File: config.mk
export PLATFORM = sky130hd
export DESIGN_NAME = htc_seq_flat
export DESIGN_NICKNAME = d
export VERILOG_FILES = /design/src/rtl/assert_macros.svh /design/src/rtl/htc_pkg.sv /design/src/rtl/htc_if.sv /design/src/rtl/htc_seq.sv /design/src/flat_wrapper.sv
export SDC_FILE = /design/constraint.sdc
export NUM_CORES = 1
export LEC_CHECK = 0
export ABC_CLOCK_PERIOD_IN_PS = 3050
export BUFFER_PORTS_ARGS = -buffer_cell sky130_fd_sc_hd__buf_2
export CAP_MARGIN = 0
export CORE_ASPECT_RATIO = 1.25
export CORE_MARGIN = 4
export CORE_UTILIZATION = 51
export DETAILED_ROUTE_END_ITERATION = 8
export PLACE_DENSITY = 0.9
export SKIP_LAST_GASP = 1
export SLEW_MARGIN = 20
export SYNTH_ARGS = -nofsm -noshare
export SYNTH_HDL_FRONTEND = slang
export SYNTH_SLANG_ARGS = --single-unit
File: constraint.sdc
create_clock -name clk -period 3.05 [get_ports clk]
set_input_delay 0 -clock clk [delete_from_list [all_inputs] [get_ports clk]]
set_output_delay 0 -clock clk [all_outputs]
set_load 0.01 [all_outputs]
File: src/rtl/assert_macros.svh
// ---------------------------------------------------------------------------
// Assertion macros
// Clocked checks on clk, disabled while arst_n is low.
// ---------------------------------------------------------------------------
`ifndef ASSERT_MACROS_SVH
`define ASSERT_MACROS_SVH

// property must hold at every edge
`define CHK_PROP(name, prop, msg) \
	name: assert property (@(posedge clk) disable iff (!arst_n) prop) \
	else $error(msg);

// condition must never be true
`define CHK_NEVER(name, cond, msg) \
	name: assert property (@(posedge clk) disable iff (!arst_n) !(cond)) \
	else $error(msg);

`endif

File: src/rtl/htc_pkg.sv
// ---------------------------------------------------------------------------
// htc_pkg
// Field widths, codes and shared types of the Huffman table codec.
// ---------------------------------------------------------------------------
`default_nettype none

package htc_pkg;

	localparam int OP_W   = 2;
	localparam int SYM_W  = 8;
	localparam int CODE_W = 16;
	localparam int LEN_W  = 5;
	localparam int KIND_W = 2;

	typedef logic [OP_W-1:0]   op_t;
	typedef logic [KIND_W-1:0] kind_t;

	localparam op_t OP_LOAD   = 2'd0;
	localparam op_t OP_ENCODE = 2'd1;
	localparam op_t OP_DECODE = 2'd2;

	localparam kind_t KIND_CODE   = 2'd0;
	localparam kind_t KIND_SYMBOL = 2'd1;
	localparam kind_t KIND_ERROR  = 2'd2;

	// table access from the sequencer
	typedef struct packed {
		logic              wr;
		logic              rd;
		logic [SYM_W-1:0]  sym;
		logic [LEN_W-1:0]  len;
		logic [CODE_W-1:0] code;
	} tbl_cmd_t;

	typedef struct packed {
		kind_t             kind;
		logic [SYM_W-1:0]  symbol;
		logic [CODE_W-1:0] code;
		logic [LEN_W-1:0]  length;
	} result_t;

endpackage

`default_nettype wire

File: src/rtl/htc_if.sv
// ---------------------------------------------------------------------------
// Codec channels
// Request and response channels, valid/ready handshake.
// ---------------------------------------------------------------------------
`default_nettype none

interface htc_in_if;
	import htc_pkg::*;

	logic              valid;
	logic              ready;
	op_t               operation;
	logic [SYM_W-1:0]  symbol;
	logic [CODE_W-1:0] code_word;
	logic [LEN_W-1:0]  code_length;
	logic              bit_in;

	modport source (output valid, operation, symbol, code_word, code_length, bit_in,
		input ready);
	modport sink (input valid, operation, symbol, code_word, code_length, bit_in,
		output ready);
endinterface


`default_nettype wire

File: src/rtl/htc_seq.sv
// ---------------------------------------------------------------------------
// htc_seq
// Item sequencer: table loads, encode lookups, and the decode scan that
// shifts each code bit into the accumulator and walks the table one entry
// per cycle.
// ---------------------------------------------------------------------------
`default_nettype none

module htc_seq #(
	parameter int SYMBOL_COUNT = 256,
	parameter int LEN_LIMIT    = 16,
	localparam int AW = $clog2(SYMBOL_COUNT),
	localparam int LW = $clog2(LEN_LIMIT + 1),
	localparam int CW = LEN_LIMIT
) (
	input  logic              clk,
	input  logic              arst_n,
	htc_in_if.sink            request,
	output htc_pkg::tbl_cmd_t cmd,
	input  logic [LW-1:0]     rd_len,
	input  logic [CW-1:0]     rd_code,
	output htc_pkg::result_t  res,
	output logic              res_valid,
	input  logic              res_ready
);
	import htc_pkg::*;

	localparam logic [1:0] ST_IDLE = 2'd0;
	localparam logic [1:0] ST_ENC  = 2'd1;
	localparam logic [1:0] ST_SCAN = 2'd2;
	localparam logic [1:0] ST_OUT  = 2'd3;

	localparam logic [AW-1:0] LAST_IDX = AW'(SYMBOL_COUNT - 1);

	logic [1:0]    state_q;
	logic [CW-1:0] acc_q;
	logic [LW-1:0] cnt_q;
	logic [AW-1:0] idx_q;
	logic          issue_q;
	logic          chk_s1;
	logic [AW-1:0] chk_idx_s1;
	logic          enc_hit_q;
	result_t       res_q;

	logic take;
	logic in_range;
	logic hit;
	logic scan_end;
	logic limit_hit;

	assign request.ready = (state_q == ST_IDLE);
	assign take          = request.valid && request.ready;
	assign in_range      = {1'b0, request.symbol} < (SYM_W + 1)'(SYMBOL_COUNT);

	assign hit       = chk_s1 && (rd_len != '0) && (rd_len == cnt_q) && (rd_code == acc_q);
	assign scan_end  = chk_s1 && !hit && (chk_idx_s1 == LAST_IDX);
	assign limit_hit = (cnt_q == LW'(LEN_LIMIT));

	always_comb begin
		cmd = '0;
		if (state_q == ST_SCAN) begin
			cmd.rd  = issue_q;
			cmd.sym = SYM_W'(idx_q);
		end else if (take && in_range) begin
			cmd.wr   = (request.operation == OP_LOAD);
			cmd.rd   = (request.operation == OP_ENCODE);
			cmd.sym  = request.symbol;
			cmd.len  = request.code_length;
			cmd.code = request.code_word;
		end
	end

	always_ff @(posedge clk or negedge arst_n) begin
		if (!arst_n) begin
			state_q   <= ST_IDLE;
			acc_q     <= '0;
			cnt_q     <= '0;
			idx_q     <= '0;
			issue_q   <= 1'b0;
			chk_s1    <= 1'b0;
			enc_hit_q <= 1'b0;
		end else begin
			unique case (state_q)
				ST_IDLE: begin
					if (take) begin
						priority case (request.operation)
							OP_ENCODE: begin
								enc_hit_q <= in_range;
								state_q   <= ST_ENC;
							end
							OP_DECODE: begin
								acc_q   <= CW'({acc_q, request.bit_in});
								cnt_q   <= cnt_q + 1'b1;
								idx_q   <= '0;
								issue_q <= 1'b1;
								chk_s1  <= 1'b0;
								state_q <= ST_SCAN;
							end
							default: ;
						endcase
					end
				end
				ST_ENC: begin
					state_q <= ST_OUT;
				end
				ST_SCAN: begin
					if (hit) begin
						acc_q   <= '0;
						cnt_q   <= '0;
						issue_q <= 1'b0;
						chk_s1  <= 1'b0;
						state_q <= ST_OUT;
					end else if (scan_end) begin
						chk_s1 <= 1'b0;
						if (limit_hit) begin
							acc_q   <= '0;
							cnt_q   <= '0;
							state_q <= ST_OUT;
						end else begin
							state_q <= ST_IDLE;
						end
					end else begin
						chk_s1 <= issue_q;
						if (issue_q) begin
							idx_q <= idx_q + 1'b1;
							if (idx_q == LAST_IDX) begin
								issue_q <= 1'b0;
							end
						end
					end
				end
				ST_OUT: begin
					if (res_ready) begin
						state_q <= ST_IDLE;
					end
				end
				default: state_q <= ST_IDLE;
			endcase
		end
	end

	always_ff @(posedge clk) begin
		if (state_q == ST_SCAN) begin
			chk_idx_s1 <= idx_q;
		end
		if (state_q == ST_ENC) begin
			if (enc_hit_q && rd_len != '0) begin
				res_q <= {KIND_CODE, {SYM_W{1'b0}}, CODE_W'(rd_code), LEN_W'(rd_len)};
			end else begin
				res_q <= {KIND_CODE, {SYM_W{1'b0}}, {CODE_W{1'b0}}, {LEN_W{1'b0}}};
			end
		end else if (state_q == ST_SCAN && hit) begin
			res_q <= {KIND_SYMBOL, SYM_W'(chk_idx_s1), {CODE_W{1'b0}}, {LEN_W{1'b0}}};
		end else if (state_q == ST_SCAN && scan_end) begin
			res_q <= {KIND_ERROR, {SYM_W{1'b0}}, {CODE_W{1'b0}}, {LEN_W{1'b0}}};
		end
	end

	assign res       = res_q;
	assign res_valid = (state_q == ST_OUT);

endmodule

`default_nettype wire
File: src/flat_wrapper.sv
// flat-port wrapper written by rule: the top's interface ports become plain ports
module htc_seq_flat import htc_pkg::*;
#(
	parameter int SYMBOL_COUNT = 256,
	parameter int LEN_LIMIT    = 16,
	localparam int AW = $clog2(SYMBOL_COUNT),
	localparam int LW = $clog2(LEN_LIMIT + 1),
	localparam int CW = LEN_LIMIT
)
  (clk, arst_n, cmd, rd_len, rd_code, res, res_valid, res_ready, request_valid, request_operation, request_symbol, request_code_word, request_code_length, request_bit_in, request_ready);
  htc_in_if request_i ();
  input  logic clk;
  input  logic arst_n;
  output htc_pkg::tbl_cmd_t cmd;
  input  logic [LW-1:0] rd_len;
  input  logic [CW-1:0] rd_code;
  output htc_pkg::result_t res;
  output logic res_valid;
  input  logic res_ready;
  input wire logic [$bits(request_i.valid)-1:0] request_valid;
  input wire logic [$bits(request_i.operation)-1:0] request_operation;
  input wire logic [$bits(request_i.symbol)-1:0] request_symbol;
  input wire logic [$bits(request_i.code_word)-1:0] request_code_word;
  input wire logic [$bits(request_i.code_length)-1:0] request_code_length;
  input wire logic [$bits(request_i.bit_in)-1:0] request_bit_in;
  output wire logic [$bits(request_i.ready)-1:0] request_ready;
  assign request_i.valid = request_valid;
  assign request_i.operation = request_operation;
  assign request_i.symbol = request_symbol;
  assign request_i.code_word = request_code_word;
  assign request_i.code_length = request_code_length;
  assign request_i.bit_in = request_bit_in;
  assign request_ready = request_i.ready;
  htc_seq #(.SYMBOL_COUNT(SYMBOL_COUNT), .LEN_LIMIT(LEN_LIMIT)) u_core (.clk(clk), .arst_n(arst_n), .request(request_i), .cmd(cmd), .rd_len(rd_len), .rd_code(rd_code), .res(res), .res_valid(res_valid), .res_ready(res_ready));
endmodule
==> out/summary.txt <==
=====================================================================================
Part of the cycle the worst path needs                                          0.853
Total clock sinks                                                                  73
Buffer type at the clock tree root                                       sky130_fd_sc_hd__clkbuf_8
Number of cells upsized or downsized after cts                                      0
Fraction of layout instances using a drive strength above 1                     0.300
Critical path data required time                                              3.05 ns
Number of hold-slack violations in the final timing report                          0
Ys Warns                                                                            0
Transition time at the pin with the least slew margin                        0.913 ns
WP data arrival                                                               2.61 ns
Antenna-violating nets left                                                         0
RR Startpoint                                                            u_core.acc_q[10]
Quantity of I/O buffers inserted on ports                                         120
Critical Path Source Type                                                   flip-flop
Fillcell total                                                                    533
Largest cells by area after synthesis                                    sky130_fd_sc_hd__edfxtp_1 (30%), sky130_fd_sc_hd__dfrtp_1 (22%), sky130_fd_sc_hd__and2_1 (4.7%)
Run status                                                               finished clean
Detailed-route wire length                                                   10800 um
Worst hold path type                                                     input port to flip-flop
Initial Util                                                                    0.523
Reported max-cap violation count                                                    0
Sequential fraction of the synthesis area                                       0.526
Die Width                                                                     85.7 um
Number of slew-limit violations in the final report                                 0
Highest fanout seen on the critical path                                           31
Number of buffers created by CTS                                                    9
Worst supply voltage drop on vdd                                           0.000488 V
Area occupied by registers                                                  2020 um^2
Cell taking the most area after synthesis                                sky130_fd_sc_hd__edfxtp_1
Row count                                                                          35
Total nets after synthesis                                                        437
Main flop type after synthesis                                           sky130_fd_sc_hd__edfxtp_1
Most common cell in the synthesized netlist                              sky130_fd_sc_hd__nand2_1
Placed instance count                                                             570
Time the final worst path needs with I/O delays and setup                     2.60 ns
Clock insertion delay at the later pin of the skew report                     0.35 ns
Total DRC errors in the routed layout                                               0
Wire length of the first global-routing pass                                 17500 um
Post-synthesis instance area                                                3850 um^2
Final-stage net count                                                             572
Top-level I/O count                                                               121
Final Instance Area                                                         4930 um^2
Wire per inst                                                                 17.8 um
Worst Hold Path Cells                                                               2
# H-tree levels                                                                     3
Crit Reg-Reg Endpoint                                                    u_core.res[3]
Placed Instance Area                                                        4510 um^2
Area used by multi-input combinational logic                                1650 um^2
Core outline area                                                           7360 um^2
Overall global routing resource usage                                           0.247
Post-CTS setup buffers                                                              0
Worst-case register-to-register setup slack                                   0.45 ns
Vertical extent of the die                                                     105 um
Total Negative Setup Slacks                                                      0 ns
Total number of vias                                                             3572
Classification of the worst setup path                                   flip-flop to flip-flop
Overflow left after global routing                                                  0
Most instantiated cells after synthesis                                  sky130_fd_sc_hd__nand2_1 (41), sky130_fd_sc_hd__edfxtp_1 (39), sky130_fd_sc_hd__dfrtp_1 (34), sky130_fd_sc_hd__o21ai_0 (33), sky130_fd_sc_hd__and2_1 (29)
RSZ-0062 raised after global routing                                            false
Buffer depth of the longest clock path                                              2
Pre-Repair DR Iteration Count                                                       6
Final-report setup violation count                                                  0
Total power draw                                                            0.00403 W
Highest clock rate                                                            384 MHz
Hold Path Sink                                                           u_core.res[4]
Routability congestion estimate                                                 0.843
Skew final                                                                  0.0174 ns
Hold buffer count at CTS                                                           20
Vias in the first global route                                                   3468
Lkg Pwr                                                                       2.19 nW
Overall die area                                                            9010 um^2
Number of standard cells after synthesis                                          374
Fraction of registers with async set/reset                                      0.466
Number of cells on the worst reg-to-reg path                                        6
HPWL Detailed                                                                 6860 um
CTS tree                                                                          yes
Clock-pin slew of the registers on the worst-case setup and hold paths        0.07 ns
Rel. slew slack                                                                 0.387
Pin count of the biggest net entering global routing                               35
Number of vias per cell after detailed routing                                   5.89
EDFF count, synth                                                                  39
Initial antenna violation count                                                     0
Average cell area after synthesis                                           10.3 um^2
Violation count after the first detailed-routing iteration                        443
Yosys top cell area share                                                       0.304
Pwr/cell area                                                             817 nW/um^2
Source of the worst hold timing path                                        rd_len[4]
Area growth syn-to-layout                                                       28.1%
Antenna diodes                                                                      0
Number of unique standard cell types used by synthesis                             45
Flop and latch count out of synthesis                                              73
Layout Cells excl Fill                                                            606
CP endpoint kind                                                            flip-flop
=====================================================================================
routing by layer:
metal,global-route usage,up-vias,part of all wire
met2,0.422,251,0.50
li1,-,1627,-
met5,0,-,0
met3,0.0402,47,0.085
met1,0.297,1647,0.37
met4,0.123,0,0.043
stage by stage:
stage	setup slack (ns)	utilization	hold slack, ns
after global placement	0.723	0.613	0.112
after CTS	0.573	0.670	0.00167
final	0.447	0.670	0.0206
after detailed placement	0.642	0.613	0.107
after floorplan	0.481	-	-0.296
after global routing	0.414	0.670	0.0220
flip-flops by register name, indices dropped and copies added (netlist names):
register	count
u_core.res	31
u_core.cnt_q	5
u_core.idx_q	8
u_core.issue_q	1
u_core.acc_q	16
u_core.chk_s1	1
u_core.state_q	2
u_core.enc_hit_q	1
u_core.chk_idx_s1	8
critical path: stages (launching register included):
cell and delay [ns]:
sky130_fd_sc_hd__dfrtp_1 0.43, sky130_fd_sc_hd__xnor2_1 0.33, sky130_fd_sc_hd__nand4_1 0.20, sky130_fd_sc_hd__or4_4 0.67, sky130_fd_sc_hd__nor2_2 0.13, sky130_fd_sc_hd__o22a_1 0.15
sky130_fd_sc_hd__buf_4 0.34
logic make-up (layout without fill, tap and decap cells):
logic type	count (synthesis)	count (layout)	synth area share
adders and majority gates	6	6	0.0195
DFF	73	73	0.526
AOI/OAI and AO/OA	95	95	0.170
buffers and inverters	40	180	0.0449
xor gates and xnor gates	21	21	0.0478
and+or+nand+nor	139	139	0.193
area by class of cell:
type                            count  area share
Clock buffer                        9      0.0251
Multi-Input combinational cell    261       0.335
Inverter                           16      0.0122
Sequential cell                    73       0.410
Clock inverter                      7      0.0190
Timing Repair Buffer              148       0.175
Tap cell                           92      0.0234
how the worst max path moves through the flow:
stage                      from             end  slack (ns)  depth (start not counted)
5_1_grt        u_core.acc_q[10]   u_core.res[3]        0.41                          6
3_5_place_dp   u_core.acc_q[10]  u_core.res[13]        0.64                          6
6_report       u_core.acc_q[10]   u_core.res[3]        0.45                          6
4_1_cts        u_core.acc_q[10]  u_core.res[21]        0.57                          6
3_3_place_gp   u_core.acc_q[11]  u_core.res[15]        0.72                          6
2_1_floorplan   u_core.cnt_q[3]   u_core.res[0]        0.48                          6
placed cells by master (no fill, tap or decap), types with 8 or more instances in the layout:
master and instances:
sky130_fd_sc_hd__a21oi_1 10, sky130_fd_sc_hd__a22oi_1 17, sky130_fd_sc_hd__and2_1 29, sky130_fd_sc_hd__and3_1 25, sky130_fd_sc_hd__buf_2 120, sky130_fd_sc_hd__buf_4 8, sky130_fd_sc_hd__clkbuf_8 9, sky130_fd_sc_hd__dfrtp_1 34
sky130_fd_sc_hd__dlygate4sd3_1 20, sky130_fd_sc_hd__edfxtp_1 39, sky130_fd_sc_hd__inv_1 16, sky130_fd_sc_hd__nand2_1 41, sky130_fd_sc_hd__nor2_1 8, sky130_fd_sc_hd__o21ai_0 33, sky130_fd_sc_hd__xnor2_1 13, sky130_fd_sc_hd__xor2_1 8
power by group:
part / switching [W] / total (W) / internal (W)
registers: 0.000316 / 0.00168 / 0.00136
logic: 0.000890 / 0.00152 / 0.000632
clock network: 0.000369 / 0.000830 / 0.000461
Power figures use the tool's default switching activity.
